==> config.mk <==
export PLATFORM = sky130hd
export DESIGN_NAME = bsc_scale_div
export DESIGN_NICKNAME = d
export VERILOG_FILES = /design/src/hdl/bsc_pkg.sv /design/src/hdl/bsc_scale_div.sv
export SDC_FILE = /design/constraint.sdc
export NUM_CORES = 2
export LEC_CHECK = 0
export BUFFER_PORTS_ARGS = -buffer_cell sky130_fd_sc_hd__buf_2
export CAP_MARGIN = 20
export CORE_MARGIN = 2
export CORE_UTILIZATION = 65
export CTS_BUF_LIST = sky130_fd_sc_hd__clkbuf_8
export CTS_CLUSTER_DIAMETER = 60
export DETAILED_ROUTE_END_ITERATION = 10
export PLACE_DENSITY = 0.82
export SLEW_MARGIN = 15
export SYNTH_ARGS = -nofsm -noshare
export SYNTH_HDL_FRONTEND = slang
export SYNTH_SLANG_ARGS = --single-unit
==> constraint.sdc <==
create_clock -name clk -period 10.4 [get_ports clk]
set_input_delay 1.04 -clock clk [delete_from_list [all_inputs] [get_ports clk]]
set_output_delay 1.04 -clock clk [all_outputs]
set_load 0.05 [all_outputs]
==> src/hdl/bsc_pkg.sv <==
// Shared types, constants and helpers for the barometric compensation core.
// No dependencies; every other file in hdl/ but bsc_delay.sv refers to this package by scope.
`default_nettype none

package bsc_pkg;

    // Configuration register indexes
    typedef enum logic [2:0] {
        REG_TEMP_COEF = 3'd0,
        REG_P_OFFSET  = 3'd1,
        REG_P_LINEAR  = 3'd2,
        REG_T_CROSS   = 3'd3,
        REG_MIXED     = 3'd4,
        REG_SECOND    = 3'd5,
        REG_CUBIC     = 3'd6,
        REG_OSR       = 3'd7
    } cfg_reg_t;

    localparam int CFG_IDX_W  = 3;
    localparam int CFG_DATA_W = 32;
    localparam logic [5:0] OSR_RESET = 6'd28;

    // Calibration set as seen by the datapath
    typedef struct packed {
        logic [11:0] c0;
        logic [11:0] c1;
        logic [19:0] c00;
        logic [19:0] c10;
        logic [15:0] c01;
        logic [15:0] c11;
        logic [15:0] c20;
        logic [15:0] c21;
        logic [15:0] c30;
        logic [2:0]  tcode;
        logic [2:0]  pcode;
    } coef_t;

    // Scale factor per oversampling code is OSR_DIV * 2^OSR_SHIFT
    localparam logic [7:0] OSR_DIV [8] = '{
        8'd1, 8'd3, 8'd7, 8'd15, 8'd31, 8'd63, 8'd127, 8'd255
    };
    localparam logic [4:0] OSR_SHIFT [8] = '{
        5'd19, 5'd19, 5'd19, 5'd19, 5'd13, 5'd13, 5'd13, 5'd13
    };

    // Quotient bits resolved per divider stage
    localparam int DIV_BPS = 4;
    // Multiplier slice width
    localparam int MUL_CHUNK = 32;
    // Fixed-point multiply latency
    localparam int FMUL_LAT = 5;
    // Polynomial pipeline depth, divider output to result register
    localparam int POLY_STAGES = 17;

    // Output field limits
    localparam int TEMP_MAX = 65535;
    localparam int TEMP_MIN = -65536;
    localparam int PRES_MAX = 8388607;
    localparam int PRES_MIN = -8388608;

    // Intermediate values are held within +-(2^63-1)
    localparam logic signed [63:0] LIM64  = 64'sh7FFF_FFFF_FFFF_FFFF;
    localparam logic signed [63:0] NLIM64 = 64'sh8000_0000_0000_0001;

    // Saturating add in the 64-bit domain
    function automatic logic signed [63:0] sat_add(input logic signed [63:0] a,
                                                   input logic signed [63:0] b);
        logic signed [64:0] s;
        s = 65'(a) + 65'(b);
        if (s > 65'(LIM64))
            return LIM64;
        else if (s < 65'(NLIM64))
            return NLIM64;
        else
            return s[63:0];
    endfunction

endpackage

`default_nettype wire

==> src/hdl/bsc_scale_div.sv <==
// Reading scaler: pipelined long division of both raw readings by the
// oversampling scale factor. Uses bsc_pkg tables.
`default_nettype none

module bsc_scale_div #(
    parameter int FRAC_BITS = 24
) (
    input  wire logic                        clk,
    input  wire logic                        rst_n,
    input  wire logic                        en,
    input  wire logic                        in_vld,
    input  wire logic signed [23:0]          raw_temp,
    input  wire logic signed [23:0]          raw_pressure,
    input  wire logic [2:0]                  tcode,
    input  wire logic [2:0]                  pcode,
    output logic                             out_vld,
    output logic signed [FRAC_BITS+6:0]      t_val,
    output logic signed [FRAC_BITS+6:0]      p_val
);

    localparam int XW   = FRAC_BITS + 7;
    localparam int DW   = FRAC_BITS + 11;
    localparam int EW   = 24 + FRAC_BITS;
    localparam int BPS  = bsc_pkg::DIV_BPS;
    localparam int NSTG = (DW + BPS - 1) / BPS;
    localparam int PDW  = NSTG * BPS;
    localparam int SW   = 8 + 2 * PDW;

    // lane 0 is temperature, lane 1 is pressure
    logic [PDW-1:0]  dvd_reg [NSTG+1][2];
    logic [PDW-1:0]  quo_reg [NSTG+1][2];
    logic [7:0]      rem_reg [NSTG+1][2];
    logic            sgn_reg [NSTG+1][2];
    logic [NSTG:0]   vld_reg;
    logic            out_vld_reg;
    logic signed [XW-1:0] t_val_reg;
    logic signed [XW-1:0] p_val_reg;
    logic [7:0]      div_t;
    logic [7:0]      div_p;

    assign div_t = bsc_pkg::OSR_DIV[tcode];
    assign div_p = bsc_pkg::OSR_DIV[pcode];

    // |raw| * 2^FRAC_BITS, then the power-of-two part of the scale
    function automatic logic [PDW-1:0] prep_dvd(input logic [23:0] raw,
                                                input logic [2:0]  code);
        logic [23:0]   m;
        logic [EW-1:0] ext;
        m   = raw[23] ? (~raw + 24'd1) : raw;
        ext = {m, {FRAC_BITS{1'b0}}};
        ext = ext >> bsc_pkg::OSR_SHIFT[code];
        return PDW'(ext[DW-1:0]);
    endfunction

    // BPS restoring division steps
    function automatic logic [SW-1:0] div_step(input logic [7:0]     r_in,
                                               input logic [PDW-1:0] dv_in,
                                               input logic [PDW-1:0] q_in,
                                               input logic [7:0]     d);
        logic [8:0]     r9;
        logic [7:0]     r;
        logic [PDW-1:0] dv;
        logic [PDW-1:0] q;
        r  = r_in;
        dv = dv_in;
        q  = q_in;
        for (int k = 0; k < BPS; k++)
        begin
            r9 = {r, dv[PDW-1]};
            dv = dv << 1;
            if (r9 >= {1'b0, d})
            begin
                r = 8'(r9 - {1'b0, d});
                q = {q[PDW-2:0], 1'b1};
            end
            else
            begin
                r = r9[7:0];
                q = {q[PDW-2:0], 1'b0};
            end
        end
        return {r, dv, q};
    endfunction

    // prep stage
    always_ff @(posedge clk)
    begin
        if (en)
        begin
            dvd_reg[0][0] <= prep_dvd(raw_temp, tcode);
            dvd_reg[0][1] <= prep_dvd(raw_pressure, pcode);
            quo_reg[0][0] <= '0;
            quo_reg[0][1] <= '0;
            rem_reg[0][0] <= '0;
            rem_reg[0][1] <= '0;
            sgn_reg[0][0] <= raw_temp[23];
            sgn_reg[0][1] <= raw_pressure[23];
        end
    end

    // division stages
    for (genvar g = 0; g < NSTG; g++)
    begin : g_stage
        logic [SW-1:0] nxt_t;
        logic [SW-1:0] nxt_p;

        always_comb
        begin
            nxt_t = div_step(rem_reg[g][0], dvd_reg[g][0], quo_reg[g][0], div_t);
            nxt_p = div_step(rem_reg[g][1], dvd_reg[g][1], quo_reg[g][1], div_p);
        end

        always_ff @(posedge clk)
        begin
            if (en)
            begin
                {rem_reg[g+1][0], dvd_reg[g+1][0], quo_reg[g+1][0]} <= nxt_t;
                {rem_reg[g+1][1], dvd_reg[g+1][1], quo_reg[g+1][1]} <= nxt_p;
                sgn_reg[g+1][0] <= sgn_reg[g][0];
                sgn_reg[g+1][1] <= sgn_reg[g][1];
            end
        end
    end

    // restore sign
    always_ff @(posedge clk)
    begin
        if (en)
        begin
            t_val_reg <= sgn_reg[NSTG][0] ? -$signed({1'b0, quo_reg[NSTG][0][XW-2:0]})
                                          :  $signed({1'b0, quo_reg[NSTG][0][XW-2:0]});
            p_val_reg <= sgn_reg[NSTG][1] ? -$signed({1'b0, quo_reg[NSTG][1][XW-2:0]})
                                          :  $signed({1'b0, quo_reg[NSTG][1][XW-2:0]});
        end
    end

    // valid bits
    always_ff @(posedge clk or negedge rst_n)
    begin
        if (!rst_n)
        begin
            vld_reg     <= '0;
            out_vld_reg <= 1'b0;
        end
        else if (en)
        begin
            vld_reg     <= {vld_reg[NSTG-1:0], in_vld};
            out_vld_reg <= vld_reg[NSTG];
        end
    end

    assign out_vld = out_vld_reg;
    assign t_val   = t_val_reg;
    assign p_val   = p_val_reg;

endmodule

`default_nettype wire

==> impl_metrics.csv <==
group,metric,value,unit
min_path,hold_class,"input pin to async pin",
critical_path,path_class,"input pin to flop",
floorplanning,dieWidth,291,um
route,route.detailed.drc,0,
yosys,synth.area.top_cells,"edfxtp_1, ha_1, xnor2_1",
global_route,grt_use_total,0.264,
yosys,syn_area_per_cell,12.0,um2
yosys,syn_area,53600,um2
yosys,synth_fa_ha_area_frac,0.152,
route,wire_per_inst,18.7,um
global_route,grt-ovfl-total,0,
timing,timing.hold.ws,0.118,ns
layout,areaGrowthSynthToFinish,12.2,%
timing,slew_violations,0,
clock_tree,path_clk_slew,0.06,ns
clock_tree,cts_resized,0,
layout,drive_gt1_frac,0.188,
timing,period_share,0.922,
yosys,synth-main-ff-cell,"edfxtp_1",
yosys,synthMuxAreaShare,0.0716,
yosys,synth_top_area_cell,"edfxtp_1",
yosys,yosys.area_share.simple,0.0636,
route,vias,35200,
clock_tree,cts.path.max_buffers,3,
yosys,synth_xor_area_frac,0.0920,
route,drt_iter0_drc,2557,
yosys,synth_top_cells_by_count,"edfxtp_1, ha_1, xnor2_1",
yosys,synth_compound_area_frac,0.128,
route,drtPass1Iterations,7,
route,final_antenna_net_count,0,
floorplanning,initial_utilization,0.655,
critical_path,reg2reg_depth,40,
yosys,yosysWarningCount,0,
clock_tree,cts_tree,"yes",
floorplanning,io_pins,121,
timing,tightestPinTransition,1.06,ns
critical_path,end_kind,"flop",
route,wl,111000,um
timing,hold_viol,0,
timing,setup_viol,0,
clock_tree,clockRootBuffer,"clkbuf_8",
yosys,async_flop_share,0.0132,
job,drv_cap,0,
yosys,synth-edff-count,824,
layout,nets,5405,
critical_path,r2r_setup_slack,1.48,ns
placed_design,place_hpwl,80100,um
clock_tree,cts.sinks,835,
global_route,grt_antenna_before_repair,1,
timing,max_slew_margin,0.292,
clock_tree,cts_buffers,139,
clock_tree,clk_latency,0.80,ns
run_status,status,"completed",
floorplanning,die_area,84700,um2
global_route,grt_pass1_vias,35000,
route,viasPerCell,5.94,
floorplanning,rows,105,
clock_tree,post-cts-setup-buffers,0,
yosys,netlist.area_leader.share,0.462,
timing,fmax,0.104,GHz
critical_path,crit_path_max_fanout,11,
yosys,ys_types,90,
critical_path,cp.required,10.93,ns
timing,rsz0062_at_grt,"false",
timing,skew,0.0259,ns
critical_path,crit_slowest_cell,"a211oi_4",
yosys,ys_ff_latch,835,
layout,num-fill-cells,5321,
yosys,seq_area_frac_synth,0.467,
yosys,yosys.cell_count.top_type,"edfxtp_1",
layout,largest_reg_flops,358,
clock_tree,hold_buffers,0,
critical_path,slowest_delay,0.57,ns
clock_tree,htreeDepth,4,
yosys,postSynthCellCount,4458,
global_route,grt_pass1_wl,180000,um
yosys,synth_top_family_by_area,"adder cells",
timing,tns,0,ns
placed_design,gp_congestion,0.905,
global_route,grt_max_degree,188,
critical_path,r2r-start,"rem_reg[88]$_DFFE_PP_",
critical_path,timing.rr.end,"rem_reg[79]$_DFFE_PP_",
timing,fin_crit,9.59,ns
placed_design,port_buffers,120,
critical_path,crit_arrival,10.12,ns
floorplanning,core_area,81800,um2
floorplanning,fp.dieH,291,um
critical_path,startpoint_type,"input pin",
## placed cells by master, fill, tap and decap left out, types with 22 or more instances in the layout
cell type,synthesis,routed
o21bai_1,130,130
mux2_4,0,44
a211oi_1,28,27
ha_1,526,525
a21oi_1,376,275
nand4_1,52,52
or3_1,22,22
fa_1,66,64
or4_1,23,23
clkbuf_8,0,140
edfxtp_1,824,824
inv_1,267,302
o21ai_0,149,119
xor2_1,140,119
nand3_1,32,30
buf_4,2,93
mux2i_1,56,56
o31ai_1,29,29
mux2_2,254,213
nor3_1,50,47
o21ai_1,4,29
a21oi_2,0,101
clkinv_1,0,26
nor2_1,232,229
nand2_1,173,169
mux2_1,37,34
a21o_1,152,152
xnor2_1,421,406
buf_2,14,119
## layer usage
layer | global-route usage | vias up | share of wire
met2 | 0.426 | 874 | 0.47
li1 | - | 17200 | -
met1 | 0.373 | 17000 | 0.46
met3 | 0.0383 | 197 | 0.049
met4 | 0.0810 | 0 | 0.023
met5 | 0 | - | 0
## stage by stage
step,cell area [um2],setup WS (ns),util,std cells
after floorplan,55000,-0.633,-,4467
after global placement,57300,0.346,0.700,5683
after detailed placement,57300,0.159,0.700,5683
after CTS,60100,0.969,0.734,5931
after global routing,60100,0.256,0.734,5933
final,60100,0.810,0.734,5933
## how the worst max path moves through the flow
| stage | startpoint | endpoint | depth (start not counted) |
|---|---|---|---|
| floorplan | pcode[2] | rem_reg[65]$_DFFE_PP_ | 43 |
| global route | pcode[2] | rem_reg[51]$_DFFE_PP_ | 43 |
| CTS | pcode[2] | rem_reg[54]$_DFFE_PP_ | 43 |
| finish | pcode[2] | rem_reg[54]$_DFFE_PP_ | 43 |
| detailed placement | pcode[2] | rem_reg[54]$_DFFE_PP_ | 43 |
| global placement | tcode[2] | rem_reg[79]$_DFFE_PP_ | 42 |
## logic make-up (layout without fill, tap and decap cells)
kind of cell             count (synthesis)  count (layout)
AO/OA/AOI/OAI                         1043            1043
flip-flops                             835             835
AND/OR/NAND/NOR                        707             707
adder cells (fa/ha/maj)                617             617
XOR/XNOR                               562             562
multiplexers                           347             347
buffers and inverters                  346             741
other                                    1              11
## critical path, delay by kind of cell
family / cells / cell delay, ns
buffers and inverters: 2 / 0.42
AO/OA/AOI/OAI: 30 / 5.23
XOR/XNOR: 3 / 0.78
AND/OR/NAND/NOR: 2 / 0.82
multiplexers: 1 / 0.35
adder cells (fa/ha/maj): 5 / 1.48
## final cells by class
type	count	area (um2)	share of cell area
antenna	1	2.50	0.0000416
multi-input combinational	3286	28400	0.473
inverter	271	1020	0.0170
tap	1070	1340	0.0223
timing repair buffer	222	1500	0.0249
clock buffer	140	1930	0.0321
clock inverter	108	871	0.0145
sequential	835	25000	0.416
Power is left out: the tool's default activity adds up to more than one toggle a clock period on the data nets, which glitch-free logic cannot reach.
